===== config.mk =====
export PLATFORM = sky130hd
export DESIGN_NAME = flv_tag_stream_parser_unit
export DESIGN_NICKNAME = d
export VERILOG_FILES = /design/src/rtl/flvp_pkg.sv /design/src/rtl/flvp_front.sv /design/src/rtl/flvp_queue.sv /design/src/rtl/flvp_back.sv /design/src/rtl/flv_tag_stream_parser_unit.sv
export SDC_FILE = /design/constraint.sdc
export NUM_CORES = 1
export LEC_CHECK = 0
export BUFFER_PORTS_ARGS = -buffer_cell sky130_fd_sc_hd__buf_2
export CORE_MARGIN = 10
export CORE_UTILIZATION = 35
export DETAILED_ROUTE_END_ITERATION = 8
export GPL_ROUTABILITY_DRIVEN = 1
export PLACE_DENSITY_LB_ADDON = 0.25
export SLEW_MARGIN = 40
export SYNTH_ARGS = -nofsm -noshare
export SYNTH_HDL_FRONTEND = slang
export SYNTH_SLANG_ARGS = --single-unit

===== constraint.sdc =====
create_clock -name clk -period 7.4 [get_ports clk]
set_clock_uncertainty 0.1 [all_clocks]
set_input_delay 0.74 -clock clk [delete_from_list [all_inputs] [get_ports clk]]
set_output_delay 0.74 -clock clk [all_outputs]
set_load 0.05 [all_outputs]

===== src/rtl/flvp_pkg.sv =====
package flvp_pkg;

    localparam int GOP_DEPTH = 256;
    localparam int GOP_AW    = $clog2(GOP_DEPTH);

    localparam int Q_DEPTH = 2;
    localparam int Q_AW    = $clog2(Q_DEPTH);
    localparam int Q_CW    = $clog2(Q_DEPTH + 1);

    localparam logic [3:0]  FILE_HEAD_LEN = 4'd13;
    localparam logic [3:0]  TAG_HEAD_LEN  = 4'd11;
    localparam logic [3:0]  FLAGS_POS     = 4'd4;
    localparam logic [24:0] TRAILER_LEN   = 25'd4;
    localparam logic [7:0]  FLAGS_AV      = 8'h05;
    localparam logic [7:0]  AVC_SEQ_BYTE  = 8'd23;
    localparam logic [7:0]  TYPE_AUDIO    = 8'd8;
    localparam logic [7:0]  TYPE_VIDEO    = 8'd9;
    localparam logic [7:0]  TYPE_SCRIPT   = 8'd18;
    localparam logic [3:0]  FMT_AAC       = 4'd10;
    localparam logic [3:0]  FRAME_KEY     = 4'd1;

    localparam logic KIND_HEADER = 1'b0;
    localparam logic KIND_TAG    = 1'b1;

    localparam int OUT_DATA_W = 64;

    // framed event handed from the byte parser to the tag logic
    typedef struct packed {
        logic        kind;
        logic        flags_av;
        logic [7:0]  tag_type;
        logic [23:0] size;
        logic [7:0]  first_byte;
        logic [7:0]  second_byte;
    } evt_t;

    typedef struct packed {
        logic push;
        evt_t evt;
    } evt_push_t;

    typedef struct packed {
        logic full;
        logic valid;
        evt_t evt;
    } evt_q_stat_t;

endpackage


===== src/rtl/flvp_front.sv =====
module flvp_front (
    input  logic               clk,
    input  logic               rst_n,
    input  logic               accept,
    input  logic [7:0]         data_byte,
    output flvp_pkg::evt_push_t push
);
    import flvp_pkg::*;

    typedef enum logic [2:0] {
        PH_FILE = 3'b001,
        PH_TAG  = 3'b010,
        PH_BODY = 3'b100
    } phase_t;

    phase_t       phase_reg, phase_next;
    logic [3:0]   pos_reg, pos_next;
    logic [7:0]   flags_reg, flags_next;
    logic [7:0]   type_reg, type_next;
    logic [23:0]  size_reg, size_next;
    logic [24:0]  rem_reg, rem_next;
    logic [1:0]   ppos_reg, ppos_next;
    logic [7:0]   first_reg, first_next;
    logic [7:0]   second_reg, second_next;
    logic [24:0]  rem_dec;

    always_comb
    begin
        phase_next  = phase_reg;
        pos_next    = pos_reg;
        flags_next  = flags_reg;
        type_next   = type_reg;
        size_next   = size_reg;
        rem_next    = rem_reg;
        ppos_next   = ppos_reg;
        first_next  = first_reg;
        second_next = second_reg;
        push        = '0;
        rem_dec     = (rem_reg != '0) ? rem_reg - 25'd1 : rem_reg;
        if (accept)
        begin
            unique case (phase_reg)
                PH_FILE:
                begin
                    if (pos_reg == FLAGS_POS)
                    begin
                        flags_next = data_byte;
                    end
                    pos_next = pos_reg + 4'd1;
                    if (pos_reg == FILE_HEAD_LEN - 4'd1)
                    begin
                        pos_next            = '0;
                        phase_next          = PH_TAG;
                        push.push           = 1'b1;
                        push.evt.kind       = KIND_HEADER;
                        push.evt.flags_av   = (flags_reg == FLAGS_AV);
                    end
                end
                PH_TAG:
                begin
                    if (pos_reg == 4'd0)
                    begin
                        type_next = data_byte;
                        size_next = '0;
                    end
                    else if (pos_reg <= 4'd3)
                    begin
                        size_next = {size_reg[15:0], data_byte};
                    end
                    pos_next = pos_reg + 4'd1;
                    if (pos_reg == TAG_HEAD_LEN - 4'd1)
                    begin
                        pos_next    = '0;
                        rem_next    = {1'b0, size_reg} + TRAILER_LEN;
                        ppos_next   = '0;
                        first_next  = '0;
                        second_next = '0;
                        phase_next  = PH_BODY;
                    end
                end
                PH_BODY:
                begin
                    if (ppos_reg == 2'd0)
                    begin
                        first_next = data_byte;
                        ppos_next  = 2'd1;
                    end
                    else if (ppos_reg == 2'd1)
                    begin
                        second_next = data_byte;
                        ppos_next   = 2'd2;
                    end
                    rem_next = rem_dec;
                    if (rem_dec == '0)
                    begin
                        phase_next           = PH_TAG;
                        push.push            = 1'b1;
                        push.evt.kind        = KIND_TAG;
                        push.evt.tag_type    = type_reg;
                        push.evt.size        = size_reg;
                        push.evt.first_byte  = first_next;
                        push.evt.second_byte = second_next;
                    end
                end
                default:
                begin
                    phase_next = PH_FILE;
                    pos_next   = '0;
                end
            endcase
        end
    end

    always_ff @(posedge clk or negedge rst_n)
    begin
        if (!rst_n)
        begin
            phase_reg  <= PH_FILE;
            pos_reg    <= '0;
            flags_reg  <= '0;
            type_reg   <= '0;
            size_reg   <= '0;
            rem_reg    <= '0;
            ppos_reg   <= '0;
            first_reg  <= '0;
            second_reg <= '0;
        end
        else
        begin
            phase_reg  <= phase_next;
            pos_reg    <= pos_next;
            flags_reg  <= flags_next;
            type_reg   <= type_next;
            size_reg   <= size_next;
            rem_reg    <= rem_next;
            ppos_reg   <= ppos_next;
            first_reg  <= first_next;
            second_reg <= second_next;
        end
    end

endmodule


===== src/rtl/flvp_queue.sv =====
module flvp_queue (
    input  logic                   clk,
    input  logic                   rst_n,
    input  flvp_pkg::evt_push_t    push,
    input  logic                   pop,
    output flvp_pkg::evt_q_stat_t  stat
);
    import flvp_pkg::*;

    evt_t              mem_reg [Q_DEPTH];
    logic [Q_AW-1:0]   wr_ptr_reg, wr_ptr_next;
    logic [Q_AW-1:0]   rd_ptr_reg, rd_ptr_next;
    logic [Q_CW-1:0]   cnt_reg, cnt_next;
    logic              do_push, do_pop;

    assign stat.full  = (cnt_reg == Q_CW'(Q_DEPTH));
    assign stat.valid = (cnt_reg != '0);
    assign stat.evt   = mem_reg[rd_ptr_reg];

    assign do_push = push.push && !stat.full;
    assign do_pop  = pop && stat.valid;

    always_comb
    begin
        wr_ptr_next = do_push ? wr_ptr_reg + 1'b1 : wr_ptr_reg;
        rd_ptr_next = do_pop ? rd_ptr_reg + 1'b1 : rd_ptr_reg;
        cnt_next    = cnt_reg + Q_CW'(do_push) - Q_CW'(do_pop);
    end

    always_ff @(posedge clk)
    begin
        if (do_push)
        begin
            mem_reg[wr_ptr_reg] <= push.evt;
        end
    end

    always_ff @(posedge clk or negedge rst_n)
    begin
        if (!rst_n)
        begin
            wr_ptr_reg <= '0;
            rd_ptr_reg <= '0;
            cnt_reg    <= '0;
        end
        else
        begin
            wr_ptr_reg <= wr_ptr_next;
            rd_ptr_reg <= rd_ptr_next;
            cnt_reg    <= cnt_next;
        end
    end

endmodule


===== src/rtl/flvp_back.sv =====
module flvp_back (
    input  logic                          clk,
    input  logic                          rst_n,
    input  logic                          flush_count_we,
    input  logic [15:0]                   flush_count_wdata,
    input  flvp_pkg::evt_q_stat_t         q,
    output logic                          pop,
    output logic                          out_valid,
    input  logic                          out_ready,
    output logic                          out_kind,
    output logic [flvp_pkg::OUT_DATA_W-1:0] out_data
);
    import flvp_pkg::*;

    function automatic logic [15:0] sat_inc16(input logic [15:0] v);
        return (v == 16'hFFFF) ? v : v + 16'd1;
    endfunction

    localparam logic [GOP_AW-1:0] GOP_LAST = GOP_AW'(GOP_DEPTH - 1);

    logic [15:0]        flush_count_reg;
    logic [15:0]        tsf_reg, tsf_next;
    logic [15:0]        fc_reg, fc_next;
    logic [GOP_AW-1:0]  gop_reg, gop_next;
    logic               out_valid_reg, out_valid_next;
    logic               out_kind_reg;
    logic [OUT_DATA_W-1:0] out_data_reg;
    logic [OUT_DATA_W-1:0] res_data;

    logic [3:0]         hi;
    logic               key_type, flush, aconf, vconf, key, script;
    logic [15:0]        tsf_inc;
    logic [GOP_AW-1:0]  slot;
    evt_t               e;

    assign e   = q.evt;
    assign pop = q.valid && (!out_valid_reg || out_ready);

    always_comb
    begin
        hi       = e.first_byte[7:4];
        key_type = (e.tag_type == TYPE_VIDEO) && (hi == FRAME_KEY);
        tsf_inc  = sat_inc16(tsf_reg);
        flush    = (tsf_inc == flush_count_reg) || key_type;
        aconf    = (e.tag_type == TYPE_AUDIO) && (hi == FMT_AAC) && (e.second_byte == '0);
        vconf    = (e.tag_type == TYPE_VIDEO) && (e.first_byte == AVC_SEQ_BYTE)
                   && (e.second_byte == '0);
        script   = (e.tag_type == TYPE_SCRIPT);
        key      = 1'b0;
        slot     = '0;
        tsf_next = flush ? '0 : tsf_inc;
        fc_next  = flush ? '0 : fc_reg;
        gop_next = gop_reg;
        if ((e.tag_type == TYPE_VIDEO) && !vconf)
        begin
            if (hi == FRAME_KEY)
            begin
                key  = 1'b1;
                slot = '0;
            end
            else
            begin
                slot = gop_reg;
                if (tsf_next != '0)
                begin
                    fc_next = sat_inc16(fc_next);
                end
            end
            gop_next = (slot < GOP_LAST) ? slot + 1'b1 : slot;
        end

        res_data = '0;
        if (e.kind == KIND_HEADER)
        begin
            res_data[0] = e.flags_av;
        end
        else
        begin
            res_data[8:1]   = e.tag_type;
            res_data[32:9]  = e.size;
            res_data[33]    = aconf;
            res_data[34]    = vconf;
            res_data[35]    = key;
            res_data[36]    = flush;
            res_data[44:37] = 8'(slot);
            res_data[60:45] = fc_next;
            res_data[61]    = script;
        end

        if (pop)
        begin
            out_valid_next = 1'b1;
        end
        else if (out_ready)
        begin
            out_valid_next = 1'b0;
        end
        else
        begin
            out_valid_next = out_valid_reg;
        end
    end

    always_ff @(posedge clk)
    begin
        if (pop)
        begin
            out_kind_reg <= e.kind;
            out_data_reg <= res_data;
        end
    end

    always_ff @(posedge clk or negedge rst_n)
    begin
        if (!rst_n)
        begin
            flush_count_reg <= '0;
            tsf_reg         <= '0;
            fc_reg          <= '0;
            gop_reg         <= '0;
            out_valid_reg   <= 1'b0;
        end
        else
        begin
            if (flush_count_we)
            begin
                flush_count_reg <= flush_count_wdata;
            end
            if (pop && (e.kind == KIND_TAG))
            begin
                tsf_reg <= tsf_next;
                fc_reg  <= fc_next;
                gop_reg <= gop_next;
            end
            out_valid_reg <= out_valid_next;
        end
    end

    assign out_valid = out_valid_reg;
    assign out_kind  = out_kind_reg;
    assign out_data  = out_data_reg;

endmodule


===== src/rtl/flv_tag_stream_parser_unit.sv =====
// FLV tag stream parser.
// Throughput: one byte and up to one header or tag result per cycle, while not stalled.
// A result enters the event queue with its last byte, then the m_axis output register.
// s_axis_tready drops only when the two-entry event queue fills behind a stalled m_axis.
// Reset (rst_n low, asynchronous): parser at start of file header, counters, GOP slot
// and flush_count cleared, queue and output register empty.
module flv_tag_stream_parser_unit (
    input  logic        clk,
    input  logic        rst_n,
    input  logic        s_axis_tvalid,
    output logic        s_axis_tready,
    input  logic [7:0]  s_axis_tdata,   // [7:0] data_byte
    output logic        m_axis_tvalid,
    input  logic        m_axis_tready,
    // [0] stream_flags_av, [8:1] tag_type, [32:9] payload_size, [33] is_audio_config,
    // [34] is_video_config, [35] is_keyframe, [36] flush_now, [44:37] gop_slot,
    // [60:45] frames_since_flush, [61] is_script, [63:62] zero
    output logic [63:0] m_axis_tdata,
    output logic        m_axis_tuser,   // [0] result_kind
    input  logic        flush_count_we,
    input  logic [15:0] flush_count_wdata
);
    import flvp_pkg::*;

    evt_push_t   push;
    evt_q_stat_t q_stat;
    logic        pop;
    logic        s_accept;

    assign s_axis_tready = !q_stat.full;
    assign s_accept      = s_axis_tvalid && s_axis_tready;

    flvp_front u_front (
        .clk       (clk),
        .rst_n     (rst_n),
        .accept    (s_accept),
        .data_byte (s_axis_tdata),
        .push      (push)
    );

    flvp_queue u_queue (
        .clk   (clk),
        .rst_n (rst_n),
        .push  (push),
        .pop   (pop),
        .stat  (q_stat)
    );

    flvp_back u_back (
        .clk               (clk),
        .rst_n             (rst_n),
        .flush_count_we    (flush_count_we),
        .flush_count_wdata (flush_count_wdata),
        .q                 (q_stat),
        .pop               (pop),
        .out_valid         (m_axis_tvalid),
        .out_ready         (m_axis_tready),
        .out_kind          (m_axis_tuser),
        .out_data          (m_axis_tdata)
    );

    a_header_clean: assert property (@(posedge clk) disable iff (!rst_n)
        (m_axis_tvalid && (m_axis_tuser == KIND_HEADER)) |-> (m_axis_tdata[63:1] == '0))
        else $error("header result carries tag fields");

    a_key_flush: assert property (@(posedge clk) disable iff (!rst_n)
        (m_axis_tvalid && m_axis_tdata[35]) |-> m_axis_tdata[36])
        else $error("keyframe without flush");

    a_flush_frames: assert property (@(posedge clk) disable iff (!rst_n)
        (m_axis_tvalid && m_axis_tdata[36]) |-> (m_axis_tdata[60:45] == '0))
        else $error("frame count not cleared on flush");

    a_no_overflow: assert property (@(posedge clk) disable iff (!rst_n)
        (q_stat.full && push.push) |-> !s_accept)
        else $error("event pushed into full queue");

endmodule

==> impl_metrics.toml <==
[critical_path]
required_ns = 7.59
path_cells = "nand4_1, or4_1, nand2_1, xor2_1, o2111ai_1, nor4_1, a31oi_2, buf_4, and2_1, ha_1, nand3_1, nor3_1, nor2_1, and2_1, nor2b_1, a21o_1, and4_1"
crit_buf_inv = 1
path_delay_family = "simple AND/OR/NAND/NOR gates"
cp_slowest_cell = "or4_1"
rr_worst_depth = 17
r2r_start = "u_back.tsf_reg[12]"
r2r_setup_slack_ns = 1.68
cp-end-kind = "register"
worstPathArrival_ns = 5.91
crit_path_start_kind = "register"
critical_path_peak_fanout = 22
max_stage_delay_ns = 1.04
crit_top_cell = "and2_1"
timing.rr.end = "u_back.out_data[46]"
path_class = "register to register"

[place]
placedCellCount = 2061
numPortBuffers = 93
hpwl_mm = 26.9
place.gp.congestion = 0.872

[routing]
vias = 11200
dr.pass1.iters = 5
detail-route-antenna-nets = 0
via_per_inst = 5.24
routedWlPerCell_um = 18.2
drt_iter0_markers = 840
routed_wl_mm = 38.7
drc = 0

[clocking]
cts_buffers = 37
cts.sinks = 314
cts.htree.levels = 2
tritoncts = "done"
cts_setup_buffers = 0
post_cts_resized = 0
postCtsHoldBufs = 0
root_buffer = "clkbuf_16"
worstSkewPairLatency_ns = 0.55
clockBufferDepth = 3
clkTransAtPathRegs_ns = 0.06

[die]
core_area_mm2 = 0.0433
start_util = 0.355
die_area_mm2 = 0.0527
io_pins = 96
chipHeight_um = 229
die_x_um = 229
rows = 76

[final_layout]
synthToLayoutAreaGrowth_pct = 15.1
layout.nets = 1557
final_cells = 2130
num_antenna_cells = 0
final_layout_size_suffix_gt1_frac = 0.145
finish.utilization = 0.409
largest_reg_flops = 100

[yosys]
syn_area_per_cell_um2 = 10.7
synth_flop_cell = "edfxtp_1"
synth_seq_area_share = 0.565
async_flop_share = 0.481
ys_ff_latch = 314
netlist_area_mm2 = 0.0154
yosysTopAreaCellShare = 0.319
synth_top_cell_by_area = "edfxtp_1"
yosys_warnings = 0
synth_edf_count = 163
synth_cells = 1436
synth_cell_types = 74
synthTopCellsByArea = "edfxtp_1, dfrtp_1, nor2_1"

[flow_run]
drv_cap = 0

[sta]
rsz0062_at_grt = "false"
fmax_mhz = 175
finalHoldViolations = 0
worst_slew_pin_slew_ns = 0.759
report.final.slew_viol_count = 0
setup_viol = 0
relSlewSlack = 0.490
setup_tns_ns = 0
fin_crit_sh = 0.773
finalCriticalPeriod_ns = 5.72

[grt]
grt_overflow = 0
grt_pass1_vias = 11000
antenna_found_initial = 0
grtUsageTotal = 0.143
grt_start_max_net_pins = 93
grt_first_pass_wirelength_mm = 61.6

[worst_hold_path]
worstHoldPathCells = 3
min_to = "u_back.flush_count_reg[14]"
min_from = "flush_count_wdata[14]"
hold_class = "input pin to register"

[status]
status = "complete, no violations"

[power_and_ir_drop]
p_leak_nw = 6.87
peakVddDrop_uv = 181
power-per-cell-area_mw_per_mm2 = 359
==> placed cells by master (no fill, tap or decap), types with 38 or more instances in the layout <==
cell type	synthesis	final
a21oi_1	64	64
and2_1	49	48
edfxtp_1	163	163
nor2_1	144	143
nand2_1	135	134
buf_2	6	92
xnor2_1	38	38
o21ai_0	75	75
dfrtp_1	150	149
clkbuf_16	0	39
nand3_1	65	65
==> routing by layer <==
layer  wire [um]  vias to the layer above  global-route usage
met5           0                        -                   0
met4         867                        0              0.0416
met3        1950                       63              0.0331
met2       17200                      241               0.219
met1       18600                     5451               0.199
li1            -                     5399                   -
==> Yosys cell counts, drive strengths merged (17+ instances only) <==
cell type,instances
and2,50
nor4,25
xor2,29
o21ai,78
nand2b,32
nand3,65
mux2,33
mux2i,36
nor2,144
xnor2,38
and3,20
clkbuf,57
a21oi,64
a21boi,17
inv,29
nand4,33
a22o,24
buf,18
edfxtp,163
dfrtp,150
nand2,135
nor3,28
o22ai,19
==> report_power, final <==
group          internal (mW)  switching [mW]
logic                  0.602            1.35
clock network           1.01           0.717
registers               2.32           0.359
==> logic make-up after synthesis <==
| family | count (synthesis) | synth area share |
|---|---|---|
| simple gates | 595 | 0.198 |
| flops | 314 | 0.565 |
| buf+inv | 105 | 0.0275 |
| fa+ha+maj | 11 | 0.00896 |
| compound gates | 274 | 0.114 |
| other cells | 1 | 0.000244 |
| mux | 69 | 0.0477 |
| xor+xnor | 67 | 0.0382 |
==> worst register-to-register path, cell delays in order, from the launching register on <==
cell and delay, ns:
dfrtp_1 0.45, nand4_1 0.48, or4_1 1.04, nand2_1 0.26, xor2_1 0.29, o2111ai_1 0.13, nor4_1 0.50, a31oi_2 0.14
buf_4 0.25, and2_1 0.21, ha_1 0.24, nand3_1 0.10, nor3_1 0.06, nor2_1 0.42, and2_1 0.32, nor2b_1 0.09
a21o_1 0.16, and4_1 0.20
==> worst max path at each step <==
stage                             from                      to  slack [ns]  depth (start not counted)
floorplan           u_front.rem_reg[4]   u_queue.mem_reg[0][0]        1.20                         11
global placement    u_front.rem_reg[4]  u_queue.mem_reg[0][28]        1.91                         11
detailed placement  u_front.rem_reg[4]  u_queue.mem_reg[1][43]        1.80                         11
CTS                 u_front.rem_reg[4]  u_queue.mem_reg[1][40]        1.77                         11
global route        u_back.tsf_reg[13]     u_back.out_data[46]        1.21                         17
finish              u_back.tsf_reg[12]     u_back.out_data[46]        1.68                         17
==> layout make-up <==
type	instances	area (um2)
clock buffer	52	1020
clock inverter	15	114
fill	4173	25600
inverter	30	113
multi-input combinational	1018	6320
sequential	314	8680
tap	585	732
timing repair buffer	116	698
==> metrics by stage <==
step                      hold slack (ns)  total power [mW]  setup WS (ns)  instance area [um2]
final                               0.311              6.35           1.68                17700
after global routing                0.300              6.70           1.21                17700
after CTS                           0.166              6.42           1.77                17600
after detailed placement            0.383              4.67           1.80                16500
after global placement              0.380              4.64           1.91                16400
after floorplan                     0.344              4.07           1.20                15400
Note: power is estimated with default switching activity, not from simulation.
